`src/rtl/sldf_pkg.sv`:
```
// Shared types and constants of the sync/length/CRC-8 frame deframer.
// Used by sldf_crc, sldf_ctrl and the top level; depends on nothing.
package sldf_pkg;

    localparam int CFG_ADDR_W = 2;
    localparam int CFG_DATA_W = 24;

    localparam logic [CFG_ADDR_W-1:0] REG_SYNC_FIRST    = 2'd0;
    localparam logic [CFG_ADDR_W-1:0] REG_SYNC_SECOND   = 2'd1;
    localparam logic [CFG_ADDR_W-1:0] REG_CRC_POLY      = 2'd2;
    localparam logic [CFG_ADDR_W-1:0] REG_TIMEOUT_TICKS = 2'd3;

    localparam logic [7:0]  SYNC_FIRST_RST    = 8'h55;
    localparam logic [7:0]  SYNC_SECOND_RST   = 8'hAA;
    localparam logic [7:0]  CRC_POLY_RST      = 8'h07;
    localparam logic [23:0] TIMEOUT_TICKS_RST = 24'd10000;

    localparam logic [23:0] IDLE_MAX = 24'hFFFFFF;

    typedef enum logic [2:0] {
        PH_SYNC1 = 3'd0,
        PH_SYNC2 = 3'd1,
        PH_TYPE  = 3'd2,
        PH_LEN   = 3'd3,
        PH_DATA  = 3'd4,
        PH_CRC   = 3'd5
    } phase_t;

    typedef enum logic [2:0] {
        CS_IDLE,
        CS_CRC,
        CS_READ,
        CS_LOAD,
        CS_SEND
    } ctrl_state_t;

    typedef enum logic [1:0] {
        STAT_GOOD     = 2'd0,
        STAT_CRC_ERR  = 2'd1,
        STAT_OVERFLOW = 2'd2,
        STAT_TIMEOUT  = 2'd3
    } status_t;

    typedef struct packed {
        logic       start;
        logic [7:0] init;
    } crc_req_t;

    typedef struct packed {
        logic       done;
        logic [7:0] result;
    } crc_rsp_t;

endpackage

```
`src/rtl/sldf_crc.sv`:
```
// Bit-serial CRC-8 unit: one polynomial shift/xor step per cycle, eight per byte.
// Depends on sldf_pkg for the request and response structs.
module sldf_crc
    import sldf_pkg::*;
(
    input  logic       clk,
    input  logic       rst_n,
    input  logic [7:0] crc_poly,
    input  crc_req_t   req,
    output crc_rsp_t   rsp
);

    logic [7:0] c_reg, c_next;
    logic [2:0] cnt_reg, cnt_next;
    logic       busy_reg, busy_next;
    logic [7:0] c_step;

    // One MSB-first division step.
    assign c_step = c_reg[7] ? ({c_reg[6:0], 1'b0} ^ crc_poly) : {c_reg[6:0], 1'b0};

    always_comb
    begin
        c_next    = c_reg;
        cnt_next  = cnt_reg;
        busy_next = busy_reg;
        if (req.start)
        begin
            c_next    = req.init;
            cnt_next  = 3'd0;
            busy_next = 1'b1;
        end
        else if (busy_reg)
        begin
            c_next   = c_step;
            cnt_next = cnt_reg + 3'd1;
            if (cnt_reg == 3'd7)
            begin
                busy_next = 1'b0;
            end
        end
    end

    assign rsp.done   = busy_reg && (cnt_reg == 3'd7);
    assign rsp.result = c_step;

    always_ff @(posedge clk or negedge rst_n)
    begin
        if (!rst_n)
        begin
            c_reg    <= 8'd0;
            cnt_reg  <= 3'd0;
            busy_reg <= 1'b0;
        end
        else
        begin
            c_reg    <= c_next;
            cnt_reg  <= cnt_next;
            busy_reg <= busy_next;
        end
    end

endmodule

```
`src/rtl/sldf_store.sv`:
```
// Payload byte memory: one write port and one registered read port.
// No dependencies; contents are undefined until written.
module sldf_store #(
    parameter int DEPTH = 64,
    parameter int AW    = 6
) (
    input  logic          clk,
    input  logic          wr_en,
    input  logic [AW-1:0] wr_addr,
    input  logic [7:0]    wr_data,
    input  logic          rd_en,
    input  logic [AW-1:0] rd_addr,
    output logic [7:0]    rd_data
);

    logic [7:0] mem [DEPTH];
    logic [7:0] rd_data_reg;

    always_ff @(posedge clk)
    begin
        if (wr_en)
        begin
            mem[wr_addr] <= wr_data;
        end
    end

    always_ff @(posedge clk)
    begin
        if (rd_en)
        begin
            rd_data_reg <= mem[rd_addr];
        end
    end

    assign rd_data = rd_data_reg;

endmodule

```
`src/rtl/sldf_ctrl.sv`:
```
// Frame sequencer: sync hunt, header and payload capture, CRC check, result delivery
// and event counters. Depends on sldf_pkg; drives sldf_crc and sldf_store.
module sldf_ctrl
    import sldf_pkg::*;
#(
    parameter int MAX_PAYLOAD = 64,
    parameter int AW          = 6
) (
    input  logic          clk,
    input  logic          rst_n,
    input  logic [7:0]    sync_first,
    input  logic [7:0]    sync_second,
    input  logic [23:0]   timeout_ticks,
    input  logic          in_valid,
    output logic          in_ready,
    input  logic          opcode,
    input  logic [7:0]    rx_byte,
    output logic          out_valid,
    input  logic          out_ready,
    output status_t       status,
    output logic [7:0]    frame_type,
    output logic [6:0]    frame_len,
    output logic [7:0]    payload_byte,
    output logic [5:0]    byte_index,
    output logic          last,
    output logic [31:0]   good_frames,
    output logic [31:0]   crc_failures,
    output logic [31:0]   timeout_events,
    output logic [31:0]   overflow_events,
    output crc_req_t      crc_req,
    input  crc_rsp_t      crc_rsp,
    output logic          wr_en,
    output logic [AW-1:0] wr_addr,
    output logic [7:0]    wr_data,
    output logic          rd_en,
    output logic [AW-1:0] rd_addr,
    input  logic [7:0]    rd_data
);

    ctrl_state_t state_reg, state_next;
    phase_t      phase_reg, phase_next;
    logic [7:0]  type_hold_reg, type_hold_next;
    logic [6:0]  length_hold_reg, length_hold_next;
    logic [6:0]  fill_reg, fill_next;
    logic [7:0]  crc_acc_reg, crc_acc_next;
    logic [23:0] idle_reg, idle_next;
    logic        seen_reg, seen_next;
    logic [31:0] good_cnt_reg, good_cnt_next;
    logic [31:0] crc_cnt_reg, crc_cnt_next;
    logic [31:0] tmo_cnt_reg, tmo_cnt_next;
    logic [31:0] ovf_cnt_reg, ovf_cnt_next;
    logic [5:0]  rd_idx_reg, rd_idx_next;
    logic        o_valid_reg, o_valid_next;
    status_t     o_status_reg, o_status_next;
    logic [7:0]  o_type_reg, o_type_next;
    logic [6:0]  o_len_reg, o_len_next;
    logic [7:0]  o_byte_reg, o_byte_next;
    logic [5:0]  o_idx_reg, o_idx_next;
    logic        o_last_reg, o_last_next;

    logic        is_tick, is_byte;
    logic [23:0] idle_inc;
    logic        timeout_hit, len_over, crc_ok;
    logic        need_crc, emit_now, start_read;
    logic [7:0]  crc_init;
    logic [6:0]  fill_inc;

    // Event decode for the item offered in the idle state.
    always_comb
    begin
        is_tick     = in_valid && (state_reg == CS_IDLE) && opcode;
        is_byte     = in_valid && (state_reg == CS_IDLE) && !opcode;
        idle_inc    = (idle_reg == IDLE_MAX) ? idle_reg : idle_reg + 24'd1;
        timeout_hit = is_tick && seen_reg && (phase_reg != PH_SYNC1)
                      && (idle_inc > timeout_ticks);
        len_over    = rx_byte > 8'(MAX_PAYLOAD);
        crc_ok      = rx_byte == crc_acc_reg;
        fill_inc    = fill_reg + 7'd1;
        need_crc    = is_byte && ((phase_reg == PH_TYPE)
                      || ((phase_reg == PH_LEN) && !len_over)
                      || (phase_reg == PH_DATA));
        emit_now    = timeout_hit
                      || (is_byte && (phase_reg == PH_LEN) && len_over)
                      || (is_byte && (phase_reg == PH_CRC)
                          && (!crc_ok || (length_hold_reg == 7'd0)));
        start_read  = is_byte && (phase_reg == PH_CRC) && crc_ok
                      && (length_hold_reg != 7'd0);
        crc_init    = ((phase_reg == PH_TYPE) ? 8'd0 : crc_acc_reg) ^ rx_byte;
    end

    // Next state.
    always_comb
    begin
        state_next = state_reg;
        case (state_reg)
            CS_IDLE:
            begin
                if (need_crc)
                begin
                    state_next = CS_CRC;
                end
                else if (emit_now)
                begin
                    state_next = CS_SEND;
                end
                else if (start_read)
                begin
                    state_next = CS_READ;
                end
            end
            CS_CRC:
            begin
                if (crc_rsp.done)
                begin
                    state_next = CS_IDLE;
                end
            end
            CS_READ: state_next = CS_LOAD;
            CS_LOAD: state_next = CS_SEND;
            CS_SEND:
            begin
                if (out_ready)
                begin
                    state_next = o_last_reg ? CS_IDLE : CS_READ;
                end
            end
            default: state_next = CS_IDLE;
        endcase
    end

    // Outputs of the sequencer.
    always_comb
    begin
        in_ready     = state_reg == CS_IDLE;
        crc_req.start = need_crc;
        crc_req.init  = crc_init;
        wr_en        = is_byte && (phase_reg == PH_DATA);
        wr_addr      = fill_reg[AW-1:0];
        wr_data      = rx_byte;
        rd_en        = state_reg == CS_READ;
        rd_addr      = rd_idx_reg[AW-1:0];
    end

    // Frame state, counters and result register.
    always_comb
    begin
        phase_next       = phase_reg;
        type_hold_next   = type_hold_reg;
        length_hold_next = length_hold_reg;
        fill_next        = fill_reg;
        crc_acc_next     = crc_acc_reg;
        idle_next        = idle_reg;
        seen_next        = seen_reg;
        good_cnt_next    = good_cnt_reg;
        crc_cnt_next     = crc_cnt_reg;
        tmo_cnt_next     = tmo_cnt_reg;
        ovf_cnt_next     = ovf_cnt_reg;
        rd_idx_next      = rd_idx_reg;
        o_valid_next     = o_valid_reg;
        o_status_next    = o_status_reg;
        o_type_next      = o_type_reg;
        o_len_next       = o_len_reg;
        o_byte_next      = o_byte_reg;
        o_idx_next       = o_idx_reg;
        o_last_next      = o_last_reg;

        // Single-item results, flagged or an empty good frame, carry a zero byte, index zero and last set.
        if (emit_now)
        begin
            o_valid_next = 1'b1;
            o_byte_next  = 8'd0;
            o_idx_next   = 6'd0;
            o_last_next  = 1'b1;
        end

        if (is_tick)
        begin
            idle_next = idle_inc;
            if (timeout_hit)
            begin
                tmo_cnt_next  = tmo_cnt_reg + 32'd1;
                phase_next    = PH_SYNC1;
                fill_next     = 7'd0;
                crc_acc_next  = 8'd0;
                o_status_next = STAT_TIMEOUT;
                o_type_next   = 8'd0;
                o_len_next    = 7'd0;
            end
        end

        if (is_byte)
        begin
            idle_next = 24'd0;
            seen_next = 1'b1;
            case (phase_reg)
                PH_SYNC2:
                begin
                    if (rx_byte == sync_second)
                    begin
                        phase_next = PH_TYPE;
                    end
                    else if (rx_byte != sync_first)
                    begin
                        phase_next = PH_SYNC1;
                    end
                end
                PH_TYPE:
                begin
                    type_hold_next = rx_byte;
                    phase_next     = PH_LEN;
                end
                PH_LEN:
                begin
                    fill_next = 7'd0;
                    if (len_over)
                    begin
                        // The held length stays as it was.
                        ovf_cnt_next  = ovf_cnt_reg + 32'd1;
                        phase_next    = PH_SYNC1;
                        crc_acc_next  = 8'd0;
                        o_status_next = STAT_OVERFLOW;
                        o_type_next   = type_hold_reg;
                        o_len_next    = 7'd0;
                    end
                    else
                    begin
                        length_hold_next = rx_byte[6:0];
                        phase_next = (rx_byte == 8'd0) ? PH_CRC : PH_DATA;
                    end
                end
                PH_DATA:
                begin
                    fill_next = fill_inc;
                    if (fill_inc >= length_hold_reg)
                    begin
                        phase_next = PH_CRC;
                    end
                end
                PH_CRC:
                begin
                    fill_next    = 7'd0;
                    crc_acc_next = 8'd0;
                    if (crc_ok)
                    begin
                        good_cnt_next = good_cnt_reg + 32'd1;
                        phase_next    = PH_SYNC1;
                        rd_idx_next   = 6'd0;
                        o_status_next = STAT_GOOD;
                        o_type_next   = type_hold_reg;
                        o_len_next    = 7'd0;
                    end
                    else
                    begin
                        // A bad CRC byte that looks like a first sync byte restarts the hunt.
                        crc_cnt_next  = crc_cnt_reg + 32'd1;
                        phase_next    = (rx_byte == sync_first) ? PH_SYNC2 : PH_SYNC1;
                        o_status_next = STAT_CRC_ERR;
                        o_type_next   = type_hold_reg;
                        o_len_next    = length_hold_reg;
                    end
                end
                default:
                begin
                    phase_next = (rx_byte == sync_first) ? PH_SYNC2 : PH_SYNC1;
                end
            endcase
        end

        if ((state_reg == CS_CRC) && crc_rsp.done)
        begin
            crc_acc_next = crc_rsp.result;
        end

        if (state_reg == CS_LOAD)
        begin
            o_valid_next  = 1'b1;
            o_status_next = STAT_GOOD;
            o_type_next   = type_hold_reg;
            o_len_next    = length_hold_reg;
            o_byte_next   = rd_data;
            o_idx_next    = rd_idx_reg;
            o_last_next   = ({1'b0, rd_idx_reg} + 7'd1) == length_hold_reg;
        end

        if ((state_reg == CS_SEND) && out_ready)
        begin
            o_valid_next = 1'b0;
            if (!o_last_reg)
            begin
                rd_idx_next = rd_idx_reg + 6'd1;
            end
        end
    end

    always_ff @(posedge clk or negedge rst_n)
    begin
        if (!rst_n)
        begin
            state_reg       <= CS_IDLE;
            phase_reg       <= PH_SYNC1;
            type_hold_reg   <= 8'd0;
            length_hold_reg <= 7'd0;
            fill_reg        <= 7'd0;
            crc_acc_reg     <= 8'd0;
            idle_reg        <= 24'd0;
            seen_reg        <= 1'b0;
            good_cnt_reg    <= 32'd0;
            crc_cnt_reg     <= 32'd0;
            tmo_cnt_reg     <= 32'd0;
            ovf_cnt_reg     <= 32'd0;
            rd_idx_reg      <= 6'd0;
            o_valid_reg     <= 1'b0;
        end
        else
        begin
            state_reg       <= state_next;
            phase_reg       <= phase_next;
            type_hold_reg   <= type_hold_next;
            length_hold_reg <= length_hold_next;
            fill_reg        <= fill_next;
            crc_acc_reg     <= crc_acc_next;
            idle_reg        <= idle_next;
            seen_reg        <= seen_next;
            good_cnt_reg    <= good_cnt_next;
            crc_cnt_reg     <= crc_cnt_next;
            tmo_cnt_reg     <= tmo_cnt_next;
            ovf_cnt_reg     <= ovf_cnt_next;
            rd_idx_reg      <= rd_idx_next;
            o_valid_reg     <= o_valid_next;
        end
    end

    always_ff @(posedge clk)
    begin
        o_status_reg <= o_status_next;
        o_type_reg   <= o_type_next;
        o_len_reg    <= o_len_next;
        o_byte_reg   <= o_byte_next;
        o_idx_reg    <= o_idx_next;
        o_last_reg   <= o_last_next;
    end

    assign out_valid       = o_valid_reg;
    assign status          = o_status_reg;
    assign frame_type      = o_type_reg;
    assign frame_len       = o_len_reg;
    assign payload_byte    = o_byte_reg;
    assign byte_index      = o_idx_reg;
    assign last            = o_last_reg;
    assign good_frames     = good_cnt_reg;
    assign crc_failures    = crc_cnt_reg;
    assign timeout_events  = tmo_cnt_reg;
    assign overflow_events = ovf_cnt_reg;

endmodule

```
`src/rtl/sync_length_crc_frame_deframer_core.sv`:
```
// Sync/length/CRC-8 frame deframer: top level with configuration registers.
// Depends on sldf_pkg, sldf_crc, sldf_store and sldf_ctrl.
//
// Usage: each input item on the s_axis channel is either a received byte
// (s_tuser = 0, byte in s_tdata) or one elapsed time tick (s_tuser = 1).
// The block hunts for the two-byte sync word, reads type and length, buffers
// the payload and checks a CRC-8 over type, length and payload. A good frame
// comes out on m_axis as one item per payload byte (one item for an empty
// frame), with m_tlast on the final one. CRC errors, length overflows and
// inter-byte timeouts each give one flagged item. Every output item carries
// the four wrapping event counters as they stand after the input that caused it.
// Ticks and bytes of the sync hunt are taken one per cycle while no result is
// pending; a type, length or payload byte holds the input while the bit-serial
// CRC unit steps through it one bit per cycle. A flagged or empty-frame item
// appears in the cycle after its input. Each item of a good frame passes the
// read, load and send states in turn, the first two for the registered read of
// the payload memory; the send state holds through any stall.
// s_tready is low while a byte is in the CRC unit or a result is pending, so
// a stalled receiver holds the result item and the input side waits.
// Reset clears the frame state, the counters and restores the register
// defaults; the payload memory is not cleared and needs no clearing pass.
module sync_length_crc_frame_deframer_core
    import sldf_pkg::*;
#(
    parameter int MAX_PAYLOAD = 64
) (
    input  logic                  clk,
    input  logic                  rst_n,
    input  logic                  s_tvalid,
    output logic                  s_tready,
    input  logic [7:0]            s_tdata,   // [7:0] rx_byte
    input  logic                  s_tuser,   // [0] opcode
    output logic                  m_tvalid,
    input  logic                  m_tready,
    // [7:0] frame_type, [14:8] frame_len, [22:15] payload_byte,
    // [28:23] byte_index, [60:29] good_frames, [92:61] crc_failures,
    // [124:93] timeout_events, [156:125] overflow_events, [159:157] zero
    output logic [159:0]          m_tdata,
    output logic [1:0]            m_tuser,   // [1:0] status
    output logic                  m_tlast,
    input  logic                  cfg_wr_en,
    input  logic [CFG_ADDR_W-1:0] cfg_addr,
    input  logic [CFG_DATA_W-1:0] cfg_wdata
);

    // Address width of the payload memory; at least one bit.
    localparam int AW = (MAX_PAYLOAD > 1) ? $clog2(MAX_PAYLOAD) : 1;

    logic [7:0]  sync_first_reg;
    logic [7:0]  sync_second_reg;
    logic [7:0]  crc_poly_reg;
    logic [23:0] timeout_ticks_reg;

    crc_req_t      crc_req;
    crc_rsp_t      crc_rsp;
    logic          wr_en, rd_en;
    logic [AW-1:0] wr_addr, rd_addr;
    logic [7:0]    wr_data, rd_data;

    status_t     status;
    logic [7:0]  frame_type;
    logic [6:0]  frame_len;
    logic [7:0]  payload_byte;
    logic [5:0]  byte_index;
    logic [31:0] good_frames, crc_failures, timeout_events, overflow_events;

    // Configuration registers; the user must write them only while the block is idle (not enforced here).
    always_ff @(posedge clk or negedge rst_n)
    begin
        if (!rst_n)
        begin
            sync_first_reg    <= SYNC_FIRST_RST;
            sync_second_reg   <= SYNC_SECOND_RST;
            crc_poly_reg      <= CRC_POLY_RST;
            timeout_ticks_reg <= TIMEOUT_TICKS_RST;
        end
        else if (cfg_wr_en)
        begin
            case (cfg_addr)
                REG_SYNC_FIRST:    sync_first_reg    <= cfg_wdata[7:0];
                REG_SYNC_SECOND:   sync_second_reg   <= cfg_wdata[7:0];
                REG_CRC_POLY:      crc_poly_reg      <= cfg_wdata[7:0];
                REG_TIMEOUT_TICKS: timeout_ticks_reg <= cfg_wdata[23:0];
                default:           ;
            endcase
        end
    end

    sldf_crc u_crc (
        .clk      (clk),
        .rst_n    (rst_n),
        .crc_poly (crc_poly_reg),
        .req      (crc_req),
        .rsp      (crc_rsp)
    );

    sldf_store #(
        .DEPTH (MAX_PAYLOAD),
        .AW    (AW)
    ) u_store (
        .clk     (clk),
        .wr_en   (wr_en),
        .wr_addr (wr_addr),
        .wr_data (wr_data),
        .rd_en   (rd_en),
        .rd_addr (rd_addr),
        .rd_data (rd_data)
    );

    sldf_ctrl #(
        .MAX_PAYLOAD (MAX_PAYLOAD),
        .AW          (AW)
    ) u_ctrl (
        .clk             (clk),
        .rst_n           (rst_n),
        .sync_first      (sync_first_reg),
        .sync_second     (sync_second_reg),
        .timeout_ticks   (timeout_ticks_reg),
        .in_valid        (s_tvalid),
        .in_ready        (s_tready),
        .opcode          (s_tuser),
        .rx_byte         (s_tdata),
        .out_valid       (m_tvalid),
        .out_ready       (m_tready),
        .status          (status),
        .frame_type      (frame_type),
        .frame_len       (frame_len),
        .payload_byte    (payload_byte),
        .byte_index      (byte_index),
        .last            (m_tlast),
        .good_frames     (good_frames),
        .crc_failures    (crc_failures),
        .timeout_events  (timeout_events),
        .overflow_events (overflow_events),
        .crc_req         (crc_req),
        .crc_rsp         (crc_rsp),
        .wr_en           (wr_en),
        .wr_addr         (wr_addr),
        .wr_data         (wr_data),
        .rd_en           (rd_en),
        .rd_addr         (rd_addr),
        .rd_data         (rd_data)
    );

    assign m_tuser = status;
    assign m_tdata = {3'b000, overflow_events, timeout_events, crc_failures,
                      good_frames, byte_index, payload_byte, frame_len, frame_type};

endmodule
```
`config.mk`:
```
export PLATFORM = sky130hd
export DESIGN_NAME = sync_length_crc_frame_deframer_core
export DESIGN_NICKNAME = d
export VERILOG_FILES = /design/src/rtl/sldf_pkg.sv /design/src/rtl/sldf_crc.sv /design/src/rtl/sldf_store.sv /design/src/rtl/sldf_ctrl.sv /design/src/rtl/sync_length_crc_frame_deframer_core.sv
export SDC_FILE = /design/constraint.sdc
export NUM_CORES = 1
export LEC_CHECK = 0
export ABC_CLOCK_PERIOD_IN_PS = 5400
export BUFFER_PORTS_ARGS = -buffer_cell sky130_fd_sc_hd__buf_2
export CORE_MARGIN = 2
export CORE_UTILIZATION = 55
export CTS_CLUSTER_DIAMETER = 150
export DETAILED_ROUTE_END_ITERATION = 7
export GPL_ROUTABILITY_DRIVEN = 0
export PLACE_DENSITY = 0.78
export SYNTH_ARGS = -nofsm -noshare
export SYNTH_HDL_FRONTEND = slang
export SYNTH_SLANG_ARGS = --single-unit
```
`constraint.sdc`:
```
create_clock -name clk -period 5.4 [get_ports clk]
set_input_delay 0.27 -clock clk [delete_from_list [all_inputs] [get_ports clk]]
set_output_delay 0.27 -clock clk [all_outputs]
set_load 0.03 [all_outputs]
```
==> out/metrics.cfg <==
[cts]
clk_path_buf_depth=3
cts_root_buffer=clkbuf_16
clkTransAtPathRegs_ps=60
cts_setup_buffers=0
clk_latency_ps=630
cts.sinks=808
cts_tree=done
cts_made_buffers=83
cts_htree_levels=3

[global_route]
grt_use_total_pct=26.17
overflow=0
grt_pass1_vias=21600
antenna_found_initial=3
grt_max_degree=136
grt_pass1_wl_um=128900

[sta]
fin_setup_tns_ps=0
final_max_slew_viol_count=0
worst_slew_pin_slew_ps=1260
timing.fmax_mhz=203.9
period_needed_ps=4904
hold_viol_final=0
setup_viol=0
finalCritPeriodShare_pct=90.81
slew_headroom_pct=15.78
fin_skew_ps=38.39
rsz0062_at_grt=no
whs_ps=63.86

[route]
first_iter_violations=2527
vias=21900
first_pass_iters=6
drc=0
wl_per_cell_um=23.96
route.antenna.remaining_nets=0
viasPerCell=6.205
wirelength_um=84570

[floorplanning]
start_util_pct=55.76
die_width_um=254.6
ios=205
core_um2=61940
fp-row-count=91
die_area_um2=64810
die_h_um=254.6

[synth]
ys_types=77
ys_ff_latch=808
seq_area_frac_synth_pct=66.11
synth_compound_area_share_pct=6.275
post_synth_xor_area_fraction_pct=5.072
synthMuxAreaShare_pct=10.42
syn_inst=2393
synth_top_family_by_area=multiplexers
synthArstFlopShare_pct=31.68
ys.flop_type=edfxtp_1
synth_edf_count=535
syn_area_per_cell_um2=14.43
synth-simple-area-share_pct=8.463
ys_warn_count=0
syn_area_um2=34540
synthAdderAreaFrac_pct=1.449

[layout]
layout.nets=2702
drive_gt1_share_pct=20.05
syn_to_final_growth_pct=14.20
diodes=0
layout_commonest_cell=edfxtp_1
top_register=u_store.mem
largest_reg_flops=512
fill_cells=4403
fin_area_um2=39440
layout_common_cells=edfxtp_1, dfrtp_1, buf_2, mux2i_1, nor2_1
fin_util_pct=63.68

[critical_path]
cp_cell_sequence=nand4_1 -> or3_1 -> o311ai_2 -> buf_4 -> nor2_1 -> and4_1 -> xor2_1 -> ha_1 -> nand4_1 -> nor3_1 -> a31oi_1 -> o21a_1 -> a31o_2 -> or4_1 -> o21a_1
path_delay_family=simple AND/OR/NAND/NOR gates
crit_fanout=17
endpoint_kind=flip-flop
crit_path_max_incr_delay_ps=820
cp_num_buf_inv=1
critPathSlowestCell=or4_1
crit_arrival_ps=5410
worstPathRequired_ps=5910
critPathKind=flip-flop to flip-flop
start_kind=flip-flop

[power]
p_seq_share_pct=49.4
switching_share_pct=24.52
vdd_drop_max_v=0.0002709
power.internal_uw=10870
power_density_nw_per_um2=365.0
p_leak_uw=0.01474
pwr-share-comb_pct=10.2
power.switching_uw=3530
power.share.clock_pct=40.4

[min_path]
min_path_type=primary input to flip-flop

[status]
status=finished, final reports clean

[placed_design]
place_area_um2=36390
port_buffers=201
place_hpwl_um=54690

[flow_run]
cap_viol_max_count=0

==> cell usage after synthesis, types with 4 or more instances <==
library cell	instances	area [µm²]
edfxtp_1	535	16070
dfrtp_1	240	6006
mux2i_1	147	1471
nor2_1	146	548.0
xnor2_1	144	1261
nand2_1	139	521.8
o21ai_0	76	380.4
clkbuf_1	65	244.0
nand3_1	65	325.3
mux4_2	64	1441
mux2_2	61	686.9
a21oi_1	60	300.3
xor2_1	56	490.5
inv_1	55	206.5
and3_1	54	337.8
nand4_1	47	294.0
ha_1	40	500.5
o22ai_1	38	237.7
nor3_1	33	165.2
o32ai_1	33	289.0
o221ai_1	32	280.3
buf_2	31	155.2
a22o_1	29	254.0
and4_1	18	157.7
dfxtp_1	17	340.3
a22oi_1	16	120.1
dfstp_2	16	420.4
buf_1	12	45.04
a31oi_1	10	62.56
nor4_1	10	62.56
buf_4	8	60.06
nand2b_1	8	50.05
nand3b_1	7	52.55
a21o_1	4	30.03
and2_1	4	25.02
o21a_1	4	30.03
or2_2	4	25.02
or3_1	4	25.02
==> per-layer routing <==
metal / track usage, % / wire, µm
met5: 0 / 12
met4: 9.858 / 2972
met1: 35.62 / 33800
met2: 42.02 / 39950
met3: 5.215 / 7831
==> final cells by class <==
cell class,count,area [µm²],area share (%)
Clock buffer,101,2186,5.542
Clock inverter,55,600.6,1.523
Inverter,55,206.4,0.5234
Multi-Input combinational cell,1410,10970,27.81
Sequential cell,808,22840,57.90
Tap cell,837,1047,2.655
Timing Repair Buffer,264,1594,4.041
==> final timing paths <==
path	start	end	slack, ps	cells past startpoint
setup reg to reg	u_ctrl.idle_reg[5]	u_ctrl.out_valid	500	15
hold reg to reg	u_ctrl.timeout_events[31]	u_ctrl.timeout_events[31]	460	1
max in group asynchronous	rst_n	u_ctrl.rd_addr[0]	3820	3
hold / removal	s_tdata[3]	u_store.mem[55][3]	60	1
setup / recovery	u_ctrl.idle_reg[5]	u_ctrl.out_valid	500	15
min in group asynchronous	rst_n	timeout_ticks_reg[12]	320	2
==> metrics by stage <==
| step | cells | setup WS [ps] | total power [µW] |
|---|---|---|---|
| 4_1_cts | 3530 | 525.8 | 14440 |
| 6_report | 3530 | 496.4 | 14400 |
| 2_1_floorplan | 2395 | 1014 | 8182 |
| 3_5_place_dp | 3347 | 563.6 | 8659 |
| 5_1_grt | 3530 | 196.7 | 14870 |
| 3_3_place_gp | 3347 | 701.3 | 8579 |
==> power groups by stage <==
| stage | registers, µW | logic (µW) | clock network (µW) |
|---|---|---|---|
| finish | 7120 | 1470 | 5820 |
| global route | 7150 | 1610 | 6120 |
| CTS | 7110 | 1460 | 5870 |
| detailed placement | 7230 | 1430 | 0 |
| global placement | 7210 | 1370 | 0 |
| floorplan | 7190 | 997 | 0 |
==> cells by family after synthesis <==
kind of cell / Yosys count
other: 1
AND/OR/NAND/NOR: 573
XOR/XNOR: 200
adder cells (fa/ha/maj): 40
AO/OA/AOI/OAI: 322
flip-flops: 808
buffers and inverters: 177
multiplexers: 272
==> timing repair <==
action	4_1_cts	5_1_grt
hold buffers	27	0
hold endpoints to repair	153	0
gates resized for setup	0	0
Power figures use the tool's default switching activity.
